==> src/design/seec_ram.sv <==
module seec_ram #(
  parameter int WIDTH = 8,
  parameter int DEPTH = 256
) (
  input  logic                     clk,
  input  logic                     we,
  input  logic [$clog2(DEPTH)-1:0] waddr,
  input  logic [WIDTH-1:0]         wdata,
  input  logic                     re,
  input  logic [$clog2(DEPTH)-1:0] raddr,
  output logic [WIDTH-1:0]         rdata
);

  logic [WIDTH-1:0] mem [DEPTH];

  always_ff @(posedge clk) begin
    if (we) begin
      mem[waddr] <= wdata;
    end
    if (re) begin
      rdata <= mem[raddr];
    end
  end

endmodule

==> config.mk <==
export PLATFORM = sky130hd
export DESIGN_NAME = seec_ram
export DESIGN_NICKNAME = d
export VERILOG_FILES = /design/src/design/seec_ram.sv
export SDC_FILE = /design/constraint.sdc
export NUM_CORES = 2
export LEC_CHECK = 0
export ABC_CLOCK_PERIOD_IN_PS = 3100
export BUFFER_PORTS_ARGS = -buffer_cell sky130_fd_sc_hd__buf_4
export CORE_MARGIN = 2
export CORE_UTILIZATION = 35
export CTS_CLUSTER_SIZE = 14
export DETAILED_ROUTE_END_ITERATION = 10
export HOLD_SLACK_MARGIN = 0.03
export PLACE_DENSITY = 0.5
export SLEW_MARGIN = 10
export SYNTH_ARGS = -nofsm -noshare
export SYNTH_HDL_FRONTEND = slang
export SYNTH_SLANG_ARGS = --single-unit
==> constraint.sdc <==
create_clock -name clk -period 3.1 [get_ports clk]
set_input_delay 0.31 -clock clk [delete_from_list [all_inputs] [get_ports clk]]
set_output_delay 0.31 -clock clk [all_outputs]
set_load 0.02 [all_outputs]
# [After elaboration in Yosys (flattened, before gate mapping)]
# Memory sizes are Yosys's and may differ from the RTL's. A register that Yosys moved wholly into a read port is not among the register bits.
# Index checks and enable logic that the tools add are counted.
# Widths: inputs -> output; s select.
[totals] ramBits=2048 output_inout_bits=8 reg_bits=0 memories=1
[classes] muxes=2
[memory_table] memory="mem" depth=256 width=8 read_ports=1 rd_clocked_by_memory_dff=1 wr=1 line="14" text="logic [WIDTH-1:0] mem [DEPTH];"
[op_table] op="$mux 1" n=2

# [Longest topological paths before layout]
[depth] ltp_word=2 depth_mapped=11 ltp_nobuf=6

# [Worst setup path before layout]
# Ideal clock, no wire load.
[synth_path] kind="input to register" startpoint="input port raddr[0]" endpoint="register rdata[2] (read register of mem) (data pin)" required_ns=2.831 slack_ns=0.714 setup_ns=0.269 path_stages=9 arrival_time_ns=2.117 path_cell_list="buf_6 -> buf_12 -> buf_8 -> buf_2 -> mux4_2 -> a22oi_1 -> a21oi_1 -> nor4_1 -> nor4_2"
[synth_rtl] element="from (decl)" line="10" text="input logic [$clog2(DEPTH)-1:0] raddr,"
[synth_rtl] element="to (decl)" line="11" text="output logic [WIDTH-1:0] rdata"

==> run metrics <==
outcome finished, final reports clean; drt drc 0; root buf cell clkbuf_16; Synthesized Nets approximately 3800; H-Tree Depth 4; unrepaired setup endpoints after global routing false; Buffers on Ports 34; All-Layer GR Usage 18.7%; cell area after layout around 0.094 sq mm; Initial Utilization 35.1%; Tightest Pin Transition about 1.2 ns; CP top delay family simple AND/OR/NAND/NOR gates; Iteration-0 DRC Markers 3981; Worst setup EP type flop; vias in the first global route between 40000 and 50000; Die H 481 microns; Post-Layout Cell Count 7517; count of final setup violators 0; die width a little under 500 microns; mapped cell area roughly 0.08 sq mm; Num CTS Buffers around 210; post-placement cell count 7118; Max VDD drop 0.536 mV; WHS between 0.06 and 0.07 ns; total clock sinks roughly 2000; first-pass GRT wire length approximately 310000 microns; Area growth, synth to finish 18.6%; final clock skew ~0.05 ns; cell area after placement 0.0876 sq mm; Max Root-Sink Buffers 3; commonest cells after routing, fill and taps aside edfxtp_1 (2056), buf_4 (525), mux4_2 (454); Post-synth EDFFs approximately 2100; CP required roughly 3.7 ns; # Post-CTS Setup Buffers 0; Leakage around 30 nW; Crit-path slowest cell nor4_1; CTS tree done; Pre-Repair DR Iteration Count 5; DIE AREA 0.231 sq mm; Final GP Congestion 0.816; largest net degree at the start of global routing 144; Detailed Place HPWL about 140000 microns; slowest cell delay on critical path about 0.84 ns; Peak Freq roughly 330 MHz; Max FO, Critical Path 1; Yosys cell types 54; HP Class in2reg; worst path bufs/invs 1; Avg WL per Cell around 29 microns; Clk pin slew, worst setup/hold paths roughly 0.06 ns; Layout Nets about 4400; Syn Area/Cell between 20 and 25 sq um; Seq/Total Area, Yosys 77.5%; grt ovf 0; remaining antenna violation count 0; startpoint class of the critical path flop; Synth Register Bits between 2000 and 2500; ys async rst share 0%; setup slack, reg-to-reg approximately 0.07 ns; vias per inst ~5.3; final slew viol count 0; initial antenna violation count 7; Routed WL approximately 220000 microns; cell row count ~180; headroom to the max-slew limit 17.4%; IO Pins 35; vias between 40000 and 50000; core box area between 0.2 and 0.25 sq mm; Crit path arrival time approximately 3.6 ns; share of cells above drive strength 1 30.6%; CP Class reg2reg; Final period util a little over nine tenths; pwr dens 623 mW/mm^2; ys flop type edfxtp_1; worst-path cell chain mux4_2, mux4_2, nor2b_1, nor4_1, buf_4, nor4_2; clk_lat worst skew approximately 0.86 ns; synth warn 0; max-capacitance violation count 0; final hold violations 0; commonest non-fill, non-tap cell in the layout edfxtp_1; Mapped Cells roughly 3700; minimum clock period a little over 3 ns; cell mode on critical path mux4_2
timing repair:
item	CTS	global route
hold endpoints to repair	415	0
endpoints found under the setup margin	0	0
resized for setup	0	0
hold buffers	8	0
where the power goes:
part	leakage, nW	switching [mW]	internal [mW]
Combinational	8.27	1.98	1.24
Clock	3.27	10.7	14.2
Sequential	18.5	0.0452	30.7
cells by family after synthesis:
kind of cell	Yosys count	synth area share (%)
compound gates	385	3.42
buf+inv	235	1.83
flops	2056	77.5
mux	591	14.6
simple gates	466	2.63
cells in the mapped netlist (13+ instances only):
library cell | count | area (sq um)
o221ai_1 | 46 | 403
nor3_1 | 22 | 110
buf_2 | 31 | 155
buf_8 | 13 | 195
buf_1 | 22 | 82.6
nor4_1 | 24 | 150
mux4_2 | 454 | 10200
nor2b_1 | 31 | 194
a21oi_1 | 96 | 480
nand3_1 | 34 | 170
buf_4 | 27 | 203
a211oi_1 | 16 | 120
clkbuf_1 | 111 | 417
a221oi_1 | 13 | 114
a22oi_1 | 133 | 998
edfxtp_1 | 2056 | 61700
o22ai_1 | 28 | 175
buf_6 | 21 | 236
nand2_1 | 33 | 124
mux2i_1 | 134 | 1340
nor2_1 | 282 | 1060
metrics by stage:
stage	TNS, ns	power, mW	utilization [%]	setup WS (ns)
after floorplan	0	32.8	-	0.714
after global placement	-4.71	34.5	38.6	-0.941
after detailed placement	-3.35	34.6	38.6	-0.640
after CTS	0	59.4	41.6	0.130
after global routing	0	60.5	41.6	0.0954
final	0	58.8	41.6	0.0686
flip-flops by register name, summed over array words and instances, names as in the netlist:
signal  cells
rdata       8
mem      2048
worst paths after layout:
check             cells past startpoint       start           to
setup / recovery                      6  mem[87][2]     rdata[2]
hold / removal                        1    wdata[7]  mem[184][7]
setup reg to reg                      6  mem[87][2]     rdata[2]
hold reg to reg                       6  mem[22][0]     rdata[0]
layer usage:
layer  wire length, microns  track usage, %
met1                  96800            26.7
met2                 106000            30.5
met3                  10700            2.72
met4                   4260            4.10
met5                     13               0
worst register-to-register path: stages (launching register included):
cell	delay [ns]
edfxtp_1	0.36
mux4_2	0.48
mux4_2	0.56
nor2b_1	0.19
nor4_1	0.84
buf_4	0.29
nor4_2	0.06
layout make-up:
type | instances | area [sq um]
tap | 3009 | 3760
clock inverter | 123 | 1210
antenna | 2 | 5.00
sequential | 2056 | 61700
fill | 20000 | 132000
clock buffer | 266 | 5510
multi-input combinational | 1442 | 16500
timing repair buffer | 617 | 5650
inverter | 2 | 7.51
No activity file was read; power rests on OpenSTA's default activity.
