==> config.mk <==
export PLATFORM = sky130hd
export DESIGN_NAME = seec_regs
export DESIGN_NICKNAME = d
export VERILOG_FILES = /design/src/design/seec_pkg.sv /design/src/design/seec_regs.sv
export SDC_FILE = /design/constraint.sdc
export NUM_CORES = 1
export LEC_CHECK = 0
export BUFFER_PORTS_ARGS = -buffer_cell sky130_fd_sc_hd__buf_2
export CORE_MARGIN = 10
export CORE_UTILIZATION = 44
export DETAILED_ROUTE_END_ITERATION = 7
export PLACE_DENSITY = 0.79
export SLEW_MARGIN = 30
export SYNTH_ARGS = -nofsm -noshare
export SYNTH_HDL_FRONTEND = slang
export SYNTH_SLANG_ARGS = --single-unit
==> constraint.sdc <==
create_clock -name clk -period 1.3 [get_ports clk]
set_input_delay 0.195 -clock clk [delete_from_list [all_inputs] [get_ports clk]]
set_output_delay 0.195 -clock clk [all_outputs]
set_load 0.05 [all_outputs]
==> src/design/seec_pkg.sv <==
package seec_pkg;

  localparam int ADDR_BITS_DEF = 16;
  localparam int PAGE_SIZE_DEF = 128;

  localparam int BYTE_W   = 8;
  localparam int OFFSET_W = 16;
  localparam int CFG_AW   = 5;
  localparam int CFG_DW   = 32;

  localparam logic [BYTE_W-1:0] ERASED_BYTE = 8'hFF;

  localparam logic [BYTE_W-1:0] RST_READ_OPCODE   = 8'd3;
  localparam logic [BYTE_W-1:0] RST_STATUS_OPCODE = 8'd5;
  localparam logic [BYTE_W-1:0] RST_WREN_OPCODE   = 8'd6;
  localparam logic [BYTE_W-1:0] RST_WRITE_OPCODE  = 8'd2;
  localparam logic [BYTE_W-1:0] RST_UNLOCK_MASK   = 8'd2;

  typedef enum logic [1:0] {
    OP_DUPLEX   = 2'd0,
    OP_TX_ONLY  = 2'd1,
    OP_DESELECT = 2'd2
  } seec_op_t;

  typedef enum logic [2:0] {
    REG_READ_OP   = 3'd0,
    REG_STATUS_OP = 3'd1,
    REG_WREN_OP   = 3'd2,
    REG_WRITE_OP  = 3'd3,
    REG_UNLOCK    = 3'd4
  } seec_reg_t;

  typedef struct packed {
    logic [BYTE_W-1:0] read_opcode;
    logic [BYTE_W-1:0] read_status_opcode;
    logic [BYTE_W-1:0] write_enable_opcode;
    logic [BYTE_W-1:0] write_opcode;
    logic [BYTE_W-1:0] unlock_bit_mask;
  } seec_cfg_t;

endpackage

==> src/design/seec_regs.sv <==
module seec_regs
  import seec_pkg::*;
(
  input  logic              clk,
  input  logic              rst_n,
  input  logic              psel,
  input  logic              penable,
  input  logic              pwrite,
  input  logic [CFG_AW-1:0] paddr,
  input  logic [CFG_DW-1:0] pwdata,
  output logic [CFG_DW-1:0] prdata,
  output logic              pready,
  output seec_cfg_t         cfg
);

  seec_cfg_t cfg_r;
  seec_reg_t idx;
  logic      wr;

  assign pready = 1'b1;
  assign idx    = seec_reg_t'(paddr[CFG_AW-1:2]);
  assign wr     = psel && penable && pwrite;
  assign cfg    = cfg_r;

  always_ff @(posedge clk) begin
    if (!rst_n) begin
      cfg_r.read_opcode         <= RST_READ_OPCODE;
      cfg_r.read_status_opcode  <= RST_STATUS_OPCODE;
      cfg_r.write_enable_opcode <= RST_WREN_OPCODE;
      cfg_r.write_opcode        <= RST_WRITE_OPCODE;
      cfg_r.unlock_bit_mask     <= RST_UNLOCK_MASK;
    end else if (wr) begin
      case (idx)
        REG_READ_OP:   cfg_r.read_opcode         <= pwdata[BYTE_W-1:0];
        REG_STATUS_OP: cfg_r.read_status_opcode  <= pwdata[BYTE_W-1:0];
        REG_WREN_OP:   cfg_r.write_enable_opcode <= pwdata[BYTE_W-1:0];
        REG_WRITE_OP:  cfg_r.write_opcode        <= pwdata[BYTE_W-1:0];
        REG_UNLOCK:    cfg_r.unlock_bit_mask     <= pwdata[BYTE_W-1:0];
        default: ;
      endcase
    end
  end

  always_comb begin
    prdata = '0;
    case (idx)
      REG_READ_OP:   prdata = CFG_DW'(cfg_r.read_opcode);
      REG_STATUS_OP: prdata = CFG_DW'(cfg_r.read_status_opcode);
      REG_WREN_OP:   prdata = CFG_DW'(cfg_r.write_enable_opcode);
      REG_WRITE_OP:  prdata = CFG_DW'(cfg_r.write_opcode);
      REG_UNLOCK:    prdata = CFG_DW'(cfg_r.unlock_bit_mask);
      default:       prdata = '0;
    endcase
  end

endmodule

Word-level counts from Yosys, hierarchy flattened
Cells that the tools add are included.
- eq/ne operators: 4
- muxes and demuxes: 1
- reduce and logical (&&, ||, !) cells: 8
- operators with widths (kind ; count):
    8-bit case mux with 5 select lines ; 1
    2-bit AND reduction ; 5
    3-bit by 2-bit == test with 1-bit output (second input constant) ; 2
    3-bit by 1-bit == test with 1-bit output (second input constant) ; 1
    3-bit == test (second input constant) ; 1
    3-bit zero test ; 1
    1-bit logical AND ; 2
- flip-flop bits (word level): 40
- input port bits: 42
- output and inout bits: 73
- logic and storage cells: 18

Depth between registers and ports, before layout
Gate-level depths: netlist of the first run.
- depth after elaboration: 3
- mapped depth: 5
- mapped depth without buffers: 3

Worst setup path before layout of the first run
No wires, ideal clock.
- kind: register to output
- start point: reg cfg_r, in the netlist cfg[9]
- end point: out prdata[1]
- arrival: 1.736 ns
- data required time: 1.105 ns
- path slack: -0.631 ns
- cell stages (with the launch flop): 4
- path buffers: 0
- path through: dfxtp_1 mux2_2 a22oi_1 o22ai_1
- word-level cells in the longest chain between the ends: 1
- RTL lines (item ; line ; source):
    start: declaration ; seec_regs.sv:16 ; seec_cfg_t cfg_r;
    8-bit case mux with 5 select lines ; seec_regs.sv:46 ; case (idx)
    end: declaration ; seec_regs.sv:11 ; output logic [CFG_DW-1:0] prdata,
No other way between the ends.

Worst setup path after layout of the first run
- start point: reg cfg_r, in the netlist cfg[19]
- end point: out prdata[3]
The elaborated chain is that of the path after synthesis.

==> results of run 1 <==
==> worst register-to-register path, cell delays in order, from the launching register on <==
cell and delay (ps):
sky130_fd_sc_hd__dfxtp_2 330, sky130_fd_sc_hd__buf_4 130, sky130_fd_sc_hd__nor2b_1 100, sky130_fd_sc_hd__mux2i_1 70
==> what timing repair did <==
action / in CTS / in global routing
resized for setup: 20 / 4
setup endpoints to repair: 8 / 8
buffers inserted: 5 / 3
pin swaps: 8 / 4
==> through the flow <==
step	setup TNS, ps	power [mW]	utilization, %	setup WS, ps	std cells
detailed placement	-3210	1.81	60.8	-321	360
CTS	-1790	2.93	65.7	-258	373
finish	-1580	2.92	66.7	-221	376
global route	-1880	3.01	66.7	-264	376
global placement	-2430	1.80	60.8	-280	360
floorplan	-91.1	1.73	-	-38.7	244
==> power by group <==
| group | leakage (nW) | total (mW) | switching [mW] | internal (mW) |
|---|---|---|---|---|
| clock network | 0.0645 | 1.12 | 0.442 | 0.678 |
| logic | 0.963 | 0.560 | 0.398 | 0.161 |
| registers | 0.336 | 1.24 | 0.00721 | 1.23 |
| total | 1.36 | 2.92 | 0.848 | 2.07 |
==> layout by cell type, fill, tap and decap left out, types with 4 or more instances in the layout <==
cell type and n:
sky130_fd_sc_hd__mux2_4 5, sky130_fd_sc_hd__mux2i_1 37, sky130_fd_sc_hd__buf_6 8, sky130_fd_sc_hd__dfxtp_2 39, sky130_fd_sc_hd__clkbuf_8 7, sky130_fd_sc_hd__a22oi_1 7
sky130_fd_sc_hd__nor2b_1 9, sky130_fd_sc_hd__buf_12 4, sky130_fd_sc_hd__o22ai_4 8, sky130_fd_sc_hd__conb_1 25, sky130_fd_sc_hd__nand2_1 40, sky130_fd_sc_hd__a22oi_2 7
sky130_fd_sc_hd__buf_4 44, sky130_fd_sc_hd__buf_2 54
==> cell families after synthesis <==
logic type      after synthesis  share of synthesized area [%]
other cells                   2                          0.358
mux                          45                           22.0
simple gates                 63                           16.6
compound gates               27                           9.01
buf+inv                      44                           13.8
flops                        40                           38.2
==> area by class of cell <==
type,count,area [sq um]
Clock inverter,1,30.0
Inverter,4,15.0
Fill cell,370,1550
Clock buffer,7,96.3
Multi-Input combinational cell,160,1280
Sequential cell,40,850
Timing Repair Buffer,110,771
Tap cell,54,67.6
==> metal layers <==
| metal | vias up | track usage (%) | share of wire (%) |
|---|---|---|---|
| li1 | 923 | - | - |
| met1 | 891 | 17.7 | 42 |
| met2 | 67 | 27.5 | 49 |
| met3 | 8 | 5.29 | 8.5 |
| met4 | 0 | 3.32 | 0.88 |
| met5 | - | 0 | 0 |
==> worst max-delay path by stage <==
stage	start	to	slack, ps	cells after the start
5_1_grt	cfg[19]$_SDFFE_PN0P_	prdata[3]	-260	4
2_1_floorplan	cfg[33]$_SDFFE_PN1P_	prdata[1]	-40	2
4_1_cts	cfg[19]$_SDFFE_PN0P_	prdata[3]	-260	4
3_5_place_dp	paddr[2]	prdata[4]	-320	6
6_report	cfg[19]$_SDFFE_PN0P_	prdata[3]	-220	4
3_3_place_gp	paddr[2]	prdata[4]	-280	6
==> results.py, run 1 <==
metrics = {
    "grt": {
        "grt_max_degree": 32,
        "grt_pass1_vias": 1942,
        "first_pass_grt_wire_length_um": 9720,
        "grt_antenna_before_repair": 0,
        "track_usage_pct": 15.6,
        "grt-ovfl-total": 0,
    },
    "floorplan": {
        "floorplan.rows": 25,
        "die_h_um": 89.0,
        "fp.coreArea_sq_um": 4660,
        "floorplan.io_pins": 115,
        "fp.dieArea_sq_um": 7930,
        "floorplan.initialDensity_pct": 45.0,
        "die_width_um": 89.0,
    },
    "route": {
        "total_drc_errors_in_the_routed_layout": 0,
        "ant_nets": 0,
        "first_pass_iters": 4,
        "dr.first_iter.drc_count": 82,
        "via_count": 1889,
        "post_drt_wl_per_cell_um": 16.9,
        "route.detailed.vias_per_inst": 5.02,
        "postRouteWirelength_um": 6370,
    },
    "cells_and_area": {
        "largest_reg_flops": 40,
        "n_antenna_cell": 0,
        "stdcell_area_sq_um": 3110,
        "syn2layout_area_growth_pct": 48.2,
        "drive_gt1_share_pct": 58.7,
        "num-nets-final": 363,
    },
    "critical_path": {
        "r2r.worst_path.cells": 3,
        "cp_max_fo": 2,
        "timing_worst_setup_path_type": "reg2out",
        "critical_path.top_delay_family": "flip-flops",
        "timing.critical_path.arrival_ps": 1330,
        "worst-endpoint-required_ps": 1110,
        "worst_path_slowest_cell": "sky130_fd_sc_hd__dfxtp_2",
        "path_cells": "mux2_2, a22oi_2, o22ai_4, buf_6",
        "critical_path_buf_inv_count": 1,
        "r2r_end": "cfg[18]$_SDFFE_PN1P_",
        "critPathCaptureType": "output pin",
        "slowest_delay_ps": 320,
        "timing.reg2reg.setup_slack_ps": 560,
        "timing.rr.start": "cfg[18]$_SDFFE_PN1P_",
        "launching_element_type_of_the_critical_path": "register",
    },
    "power": {
        "pwr_density_cell_nw_per_um2": 940,
        "peakVddDrop_uv": 664,
        "power_leakage_nw": 1.36,
    },
    "yosys": {
        "synth.distinct_cells": 25,
        "syn-cell-area_sq_um": 2100,
        "post_synth_main_area_contributors": "sky130_fd_sc_hd__dfxtp_1 (38%), sky130_fd_sc_hd__mux2i_1 (18%), sky130_fd_sc_hd__buf_4 (9.3%), sky130_fd_sc_hd__nand2_1 (7.2%), sky130_fd_sc_hd__a22oi_1 (5.0%)",
        "post_synth_arst_share_pct": 0,
        "synth_top_area_share_pct": 38.2,
        "netlist_instances": 221,
        "ys.warnings.count": 0,
        "synthDominantAreaCellType": "sky130_fd_sc_hd__dfxtp_1",
        "postSynthRegisterBits": 40,
        "synth_common_cells": "sky130_fd_sc_hd__dfxtp_1 (40), sky130_fd_sc_hd__nand2_1 (40), sky130_fd_sc_hd__mux2i_1 (37)",
        "syn_area_per_cell_sq_um": 9.49,
        "synthFlopType": "sky130_fd_sc_hd__dfxtp_1",
        "synth_sequential_area_ratio_pct": 38.2,
        "synth_enable_flop_cells": 0,
    },
    "hold_path": {
        "holdPathStages": 3,
        "startpoint_of_the_most_critical_hold_path": "pwdata[1]",
        "min_delay_worst_endpoint": "cfg[25]$_SDFFE_PN0P_",
        "hold_path_class": "in2reg",
    },
    "timing": {
        "report.final.slew_viol_count": 0,
        "layout_min_cycle_time_ps": 1520,
        "finalCritPeriodShare_pct": 117,
        "postLayoutSetupSlackWorst_ps": -221,
        "clock_skew_ps": 0,
        "max_freq_mhz": 657,
        "setup_viol": 8,
        "grt_setup_unrepaired": "true",
        "worst_hold_slack_ps": 179,
        "finalHoldViolations": 0,
    },
    "clocking": {
        "root_buffer": "sky130_fd_sc_hd__clkbuf_8",
        "clock_sink_count": 40,
        "cts.clk_slew.worst_paths_ps": 70,
        "cts_tree": "done",
        "ctsHtreeMaxLevel": 2,
        "cts_inserted_buffers": 5,
        "clock_insertion_delay_worst_skew_ps": 280,
        "cts-hold-fix-buffers": 0,
        "clk_path_buf_depth": 2,
    },
    "run": {
        "drv.max_cap_violation_count": 0,
    },
    "placement": {
        "place_area_sq_um": 2840,
        "place.port_buffers": 63,
        "detailedPlacementHpwl_um": 4920,
        "routabilityCongestion": 0.771,
    },
    "outcome": {
        "status": "complete, but fails checks",
        "failing_checks": "negative setup slack",
    },
}
Power figures use the tool's default switching activity.
==> inputs of run 2 (changes only) <==
--- a/config.mk
+++ b/config.mk
@@ -5,11 +5,14 @@
 export SDC_FILE = /design/constraint.sdc
 export NUM_CORES = 1
 export LEC_CHECK = 0
+export ABC_AREA = 1
 export BUFFER_PORTS_ARGS = -buffer_cell sky130_fd_sc_hd__buf_2
 export CORE_MARGIN = 10
-export CORE_UTILIZATION = 44
+export CORE_UTILIZATION = 45
 export DETAILED_ROUTE_END_ITERATION = 7
+export MAX_ROUTING_LAYER = met4
 export PLACE_DENSITY = 0.79
+export SETUP_SLACK_MARGIN = 0.4
 export SLEW_MARGIN = 30
 export SYNTH_ARGS = -nofsm -noshare
 export SYNTH_HDL_FRONTEND = slang
==> run 2 against run 1 <==
The flow still finishes with violations (negative setup slack). Total power increased by 2.9%. Via count increased by 66%. Wire length increased by 93%. Largest power group unchanged.
==> results.py, run 2 <==
metrics = {
    "floorplan": {
        "floorplan.rows": 25,
        "floorplan.io_pins": 115,
        "floorplan.initialDensity_pct": 47.2,
        "die_h_um": 90.8,
        "fp.dieArea_sq_um": 8250,
        "die_width_um": 90.8,
        "fp.coreArea_sq_um": 4790,
    },
    "grt": {
        "first_pass_grt_wire_length_um": 15000,
        "grt_antenna_before_repair": 0,
        "met3_usage_pct": 5.15,
        "grt_use_met2_pct": 38.2,
        "grt_pass1_vias": 2836,
        "grt-busiest-layer": "met2",
        "grt_max_degree": 41,
        "grt-ovfl-total": 0,
        "met1_usage_pct": 25.0,
        "track_usage_pct": 22.8,
    },
    "cells_and_area": {
        "num-nets-final": 498,
        "largest_reg_flops": 40,
        "total_area_of_multi_input_combinational_cells_sq_um": 1650,
        "regArea_sq_um": 886,
        "stdcell_area_sq_um": 4250,
        "nFillCells": 214,
        "drive_gt1_share_pct": 56.7,
        "n_antenna_cell": 0,
        "most_frequent_cells_in_the_layout": "sky130_fd_sc_hd__nor2_1 (60), sky130_fd_sc_hd__nand2_1 (58), sky130_fd_sc_hd__buf_8 (46)",
        "syn2layout_area_growth_pct": 88.1,
        "mostFrequentLayoutCell": "sky130_fd_sc_hd__nor2_1",
    },
    "power": {
        "comb_power_share_pct": 28.8,
        "clock_power_share_pct": 30.0,
        "power.switching_mw": 1.08,
        "pwr_density_cell_nw_per_um2": 708,
        "seq_power_share_pct": 41.2,
        "peakVddDrop_uv": 588,
        "internal-power_mw": 1.92,
        "fraction_of_power_spent_switching_nets_pct": 36.0,
        "power_leakage_nw": 1.92,
    },
    "yosys": {
        "syn-cell-area_sq_um": 2260,
        "ys.warnings.count": 0,
        "post-synth-top-count-cell": "sky130_fd_sc_hd__nand2_1",
        "postSynthRegisterBits": 40,
        "synth.distinct_cells": 20,
        "synthFlopType": "sky130_fd_sc_hd__dfxtp_1",
        "post_synth_arst_share_pct": 0,
        "synth_enable_flop_cells": 0,
        "synth_sequential_area_ratio_pct": 35.5,
        "netlist_instances": 347,
        "post_synth_main_area_contributors": "sky130_fd_sc_hd__dfxtp_1 (35%), sky130_fd_sc_hd__nand2_1 (16%), sky130_fd_sc_hd__nor2_1 (13%), sky130_fd_sc_hd__nand3_1 (10%), sky130_fd_sc_hd__buf_4 (8.6%)",
        "synthDominantAreaCellType": "sky130_fd_sc_hd__dfxtp_1",
        "syn_area_per_cell_sq_um": 6.50,
        "synth_top_area_share_pct": 35.5,
        "synth_common_cells": "sky130_fd_sc_hd__nand2_1 (95), sky130_fd_sc_hd__nor2_1 (76), sky130_fd_sc_hd__nand3_1 (47)",
    },
    "outcome": {
        "status": "complete, but fails checks",
        "failing_checks": "negative setup slack",
    },
    "timing": {
        "finalCritPeriodShare_pct": 113,
        "finalHoldViolations": 0,
        "clock_skew_ps": 0,
        "postLayoutSetupSlackWorst_ps": -166,
        "report.final.slew_viol_count": 0,
        "max_freq_mhz": 682,
        "layout_min_cycle_time_ps": 1470,
        "grt_setup_unrepaired": "true",
        "setup_viol": 8,
    },
    "placement": {
        "place.port_buffers": 63,
        "routabilityCongestion": 0.920,
        "place_area_sq_um": 3040,
        "detailedPlacementHpwl_um": 5440,
        "placement.setup.worst_slack_ps": -111,
    },
    "clocking": {
        "clock_insertion_delay_worst_skew_ps": 310,
        "ctsHtreeMaxLevel": 2,
        "cts.clk_slew.worst_paths_ps": 80,
        "cts-hold-fix-buffers": 0,
        "root_buffer": "sky130_fd_sc_hd__clkbuf_8",
        "cts_inserted_buffers": 5,
        "cts_tree": "done",
        "clk_path_buf_depth": 2,
        "clock_sink_count": 40,
    },
    "critical_path": {
        "timing_worst_setup_path_type": "reg2out",
        "critPathCaptureType": "output pin",
        "timing.critical_path.arrival_ps": 1270,
        "cp_max_fo": 3,
        "critical_path_depth": 5,
        "path_cells": "nand3_4, nand2_2, nor2_4, nand2_8, buf_8",
        "worst-endpoint-required_ps": 1110,
        "worst_path_slowest_cell": "sky130_fd_sc_hd__dfxtp_4",
        "slowest_delay_ps": 380,
        "critical_path_buf_inv_count": 1,
        "r2r.worst_path.cells": 4,
        "launching_element_type_of_the_critical_path": "register",
        "critical_path.top_delay_family": "simple AND/OR/NAND/NOR gates",
    },
    "hold_path": {
        "hold_path_class": "in2reg",
        "holdPathStages": 3,
    },
    "route": {
        "via_count": 3142,
        "post_drt_wl_per_cell_um": 23.4,
        "dr.first_iter.drc_count": 511,
        "total_drc_errors_in_the_routed_layout": 0,
        "postRouteWirelength_um": 12300,
        "route.detailed.vias_per_inst": 6.00,
        "first_pass_iters": 7,
        "ant_nets": 0,
    },
    "run": {
        "drv.max_cap_violation_count": 0,
    },
}
[run 2: cell types whose count changed after synthesis, sizes merged, moves of 14 or more]
cell,delta
inv,+15
mux2i,-37
nand3,+48
nand2,+56
nor2,+84
a22oi,-14
[run 2: kinds of logic after synthesis]
group	after synthesis	share of synthesized area (%)
AND/OR/NAND/NOR	244	48.1
buffers and inverters	59	15.6
flip-flops	40	35.5
AO/OA/AOI/OAI	2	0.443
other	2	0.333
[run 2: repair_timing]
action                                  CTS  global route
gates cloned                              1             0
gates resized for setup                 200            64
endpoints found under the setup margin   71            88
pin swaps                                49            35
buffers inserted                         13            14
[run 2: layout make-up]
| cell class | count | area share, % |
|---|---|---|
| flip-flops and latches | 40 | 20.9 |
| clock buffers | 8 | 2.12 |
| inverters | 19 | 2.39 |
| well taps | 67 | 1.97 |
| repair inverters | 1 | 0.206 |
| multi-input cells | 271 | 38.9 |
| repair buffers | 118 | 33.6 |
[run 2: power groups by stage]
stage,clock network (mW),logic (mW),registers [mW]
after global placement,0,0.638,1.28
after floorplan,0,0.506,1.34
after global routing,0.960,0.890,1.24
final,0.902,0.867,1.24
after detailed placement,0,0.645,1.28
after CTS,0.865,0.763,1.25
[run 2: routing by layer]
metal	up-vias	wire length [um]
li1	1270	-
met1	1435	4190
met2	329	5650
met3	108	1460
met4	0	973
met5	-	0
[run 2: worst min-delay path, delay by kind of cell]
family | cells | cell delay, ps
simple gates | 2 | 140
buf+inv | 1 | 120
[run 2: per-stage QoR]
| stage | utilization (%) | total power, mW | TNS, ps | hold slack (ps) | std cells |
|---|---|---|---|---|---|
| after floorplan | - | 1.84 | 0 | 321 | 370 |
| after global placement | 63.4 | 1.92 | -685 | 446 | 488 |
| after detailed placement | 63.4 | 1.93 | -782 | 443 | 488 |
| after CTS | 81.9 | 2.88 | -378 | 141 | 510 |
| after global routing | 88.7 | 3.09 | -1190 | 152 | 524 |
| final | 88.7 | 3.01 | -890 | 171 | 524 |
[run 2: final timing paths]
path	start	endpoint	slack (ps)
hold reg to reg	cfg[33]$_SDFFE_PN1P_	cfg[33]$_SDFFE_PN1P_	500
setup / recovery	cfg[4]$_SDFFE_PN0P_	prdata[4]	-170
setup reg to reg	cfg[6]$_SDFFE_PN0P_	cfg[6]$_SDFFE_PN0P_	430
hold / removal	pwdata[2]	cfg[18]$_SDFFE_PN1P_	170
==> inputs of run 3 (changes only) <==
--- a/config.mk
+++ b/config.mk
@@ -8,10 +8,10 @@
 export ABC_AREA = 1
 export BUFFER_PORTS_ARGS = -buffer_cell sky130_fd_sc_hd__buf_2
 export CORE_MARGIN = 10
-export CORE_UTILIZATION = 45
+export CORE_UTILIZATION = 41
 export DETAILED_ROUTE_END_ITERATION = 7
 export MAX_ROUTING_LAYER = met4
-export PLACE_DENSITY = 0.79
+export PLACE_DENSITY = 0.76
 export SETUP_SLACK_MARGIN = 0.4
 export SLEW_MARGIN = 30
 export SYNTH_ARGS = -nofsm -noshare
==> constraint.sdc (replaced) <==
create_clock -name clk -period 1.2 [get_ports clk]
set_input_delay 0.18 -clock clk [delete_from_list [all_inputs] [get_ports clk]]
set_output_delay 0.18 -clock clk [all_outputs]
set_load 0.05 [all_outputs]
==> run 3 against run 2 <==
The run still ends with negative setup slack left. Final cell count increased by 2.3%. Clock-buffer cell count decreased by 2. Global-route usage is 2.2 points lower. Total power grew 5.6%. Wire length shrank 4.4%. Sequential power is 7% higher. Critical path type unchanged.
==> results.py, run 3 (synthesis results as in run 2) <==
metrics = {
    "timing": {
        "postLayoutSetupSlackWorst_ps": -296,
        "setup_viol": 8,
        "grt_setup_unrepaired": "true",
        "max_freq_mhz": 668,
        "totalNegativeSetupSlack_ps": -1410,
        "finalCritPeriodShare_pct": 125,
        "layout_min_cycle_time_ps": 1500,
        "clock_skew_ps": 0,
        "finalHoldViolations": 0,
        "report.final.slew_viol_count": 0,
    },
    "critical_path": {
        "timing.rr.start": "cfg[6]$_SDFFE_PN0P_",
        "timing.reg2reg.setup_slack_ps": 280,
        "critPathCaptureType": "output pin",
        "worst_path_slowest_cell": "sky130_fd_sc_hd__dfxtp_2",
        "timing_worst_setup_path_type": "reg2out",
        "r2r_end": "cfg[6]$_SDFFE_PN0P_",
        "r2r.worst_path.cells": 3,
        "cp_max_fo": 2,
        "launching_element_type_of_the_critical_path": "register",
        "worst-endpoint-required_ps": 1020,
        "timing.critical_path.arrival_ps": 1320,
        "slowest_delay_ps": 340,
        "path_cells": "nand4_1, nand2_2, nor2_4, nand2_8, buf_8",
    },
    "power": {
        "power_leakage_nw": 2.05,
        "peakVddDrop_uv": 608,
        "power_mw": 3.17,
        "pwr_density_cell_nw_per_um2": 703,
    },
    "grt": {
        "grt_pass1_vias": 2668,
        "grt_max_degree": 41,
        "grt-ovfl-total": 0,
        "track_usage_pct": 20.6,
        "grt_antenna_before_repair": 0,
        "first_pass_grt_wire_length_um": 14100,
    },
    "floorplan": {
        "fp.coreArea_sq_um": 5240,
        "floorplan.io_pins": 115,
        "floorplan.rows": 26,
        "fp.dieArea_sq_um": 8870,
        "floorplan.initialDensity_pct": 43.1,
        "die_width_um": 94.2,
        "die_h_um": 94.2,
    },
    "hold_path": {
        "min_delay_worst_endpoint": "cfg[18]$_SDFFE_PN1P_",
        "startpoint_of_the_most_critical_hold_path": "pwdata[2]",
        "hold_path_class": "in2reg",
        "holdPathStages": 3,
    },
    "outcome": {
        "status": "complete, but fails checks",
        "failing_checks": "negative setup slack",
    },
    "placement": {
        "detailedPlacementHpwl_um": 5790,
        "routabilityCongestion": 0.881,
        "place.port_buffers": 63,
        "numPlacedInstances": 492,
    },
    "clocking": {
        "clk_path_buf_depth": 2,
        "cts_inserted_buffers": 5,
        "ctsHtreeMaxLevel": 2,
        "cts_tree": "done",
        "root_buffer": "sky130_fd_sc_hd__clkbuf_8",
        "cts-hold-fix-buffers": 0,
        "clock_insertion_delay_worst_skew_ps": 300,
        "clock_sink_count": 40,
        "cts.clk_slew.worst_paths_ps": 80,
    },
    "cells_and_area": {
        "most_frequent_cells_in_the_layout": "sky130_fd_sc_hd__nor2_1 (55), sky130_fd_sc_hd__nand2_1 (52), sky130_fd_sc_hd__buf_8 (51)",
        "nFillCells": 220,
        "syn2layout_area_growth_pct": 100,
        "largest_reg_flops": 40,
        "mostFrequentLayoutCell": "sky130_fd_sc_hd__nor2_1",
        "n_antenna_cell": 0,
        "stdcell_count": 536,
        "num-nets-final": 508,
        "drive_gt1_share_pct": 60.7,
    },
    "route": {
        "total_drc_errors_in_the_routed_layout": 0,
        "route.detailed.vias_per_inst": 5.63,
        "first_pass_iters": 5,
        "dr.first_iter.drc_count": 285,
        "post_drt_wl_per_cell_um": 21.9,
        "ant_nets": 0,
        "via_count": 3015,
        "postRouteWirelength_um": 11700,
    },
    "run": {
        "drv.max_cap_violation_count": 0,
    },
}
## run 3: layer usage
metal | vias to the layer above | share of wire (%) | wire (um) | GRT usage (%)
met5 | - | 0 | 0 | -
met4 | 0 | 6.6 | 775 | 8.23
met3 | 86 | 11 | 1270 | 4.80
met2 | 252 | 49 | 5790 | 35.2
met1 | 1393 | 33 | 3900 | 22.4
li1 | 1284 | - | - | -
## run 3: through the flow
| step | util [%] | instance area (sq um) | setup WS [ps] | hold WS (ps) |
|---|---|---|---|---|
| CTS | 75.7 | 3960 | -143 | 125 |
| finish | 86.2 | 4520 | -296 | 158 |
| global placement | 58.5 | 3060 | -239 | 429 |
| global route | 86.2 | 4520 | -268 | 159 |
| detailed placement | 58.5 | 3060 | -288 | 435 |
| floorplan | - | 2720 | 114 | 306 |
## run 3: how the worst max path moves through the flow
stage                    startpoint        end  slack (ps)  cells after the start
3_5_place_dp               paddr[2]  prdata[1]        -290                      7
5_1_grt        cfg[12]$_SDFFE_PN0P_  prdata[4]        -270                      5
6_report       cfg[12]$_SDFFE_PN0P_  prdata[4]        -300                      5
2_1_floorplan              paddr[2]  prdata[5]         110                      7
3_3_place_gp               paddr[2]  prdata[4]        -240                      8
4_1_cts        cfg[10]$_SDFFE_PN0P_  prdata[2]        -140                      5
## run 3: repair_timing
item                                    in CTS  in global routing
endpoints found under the setup margin      88                 88
endpoints found under the hold margin        0                  0
pin swaps                                   49                 46
setup buffers                               17                 17
resized for setup                          203                 95
gates cloned                                 1                  2
## run 3: final cells by class
| class | instances | area (sq um) | area share (%) |
|---|---|---|---|
| clock inverters | 1 | 5.00 | 0.111 |
| repair inverters | 1 | 8.76 | 0.194 |
| repair buffers | 128 | 1610 | 35.7 |
| well taps | 70 | 87.6 | 1.94 |
| clock buffers | 6 | 72.6 | 1.61 |
| inverters | 19 | 113 | 2.49 |
| flip-flops and latches | 40 | 896 | 19.8 |
| multi-input cells | 271 | 1720 | 38.1 |
## run 3: worst max-delay path: cells and delay by family (launching register included)
family,cells,cell delay [ps]
simple gates,4,520
buf+inv,1,150
flops,1,340
## run 3: where the power goes
part	internal, mW	total [mW]	leakage (nW)	switching [mW]
logic	0.332	0.978	1.67	0.646
clock network	0.396	0.864	0.0410	0.468
registers	1.31	1.33	0.341	0.0230
total	2.04	3.17	2.05	1.14
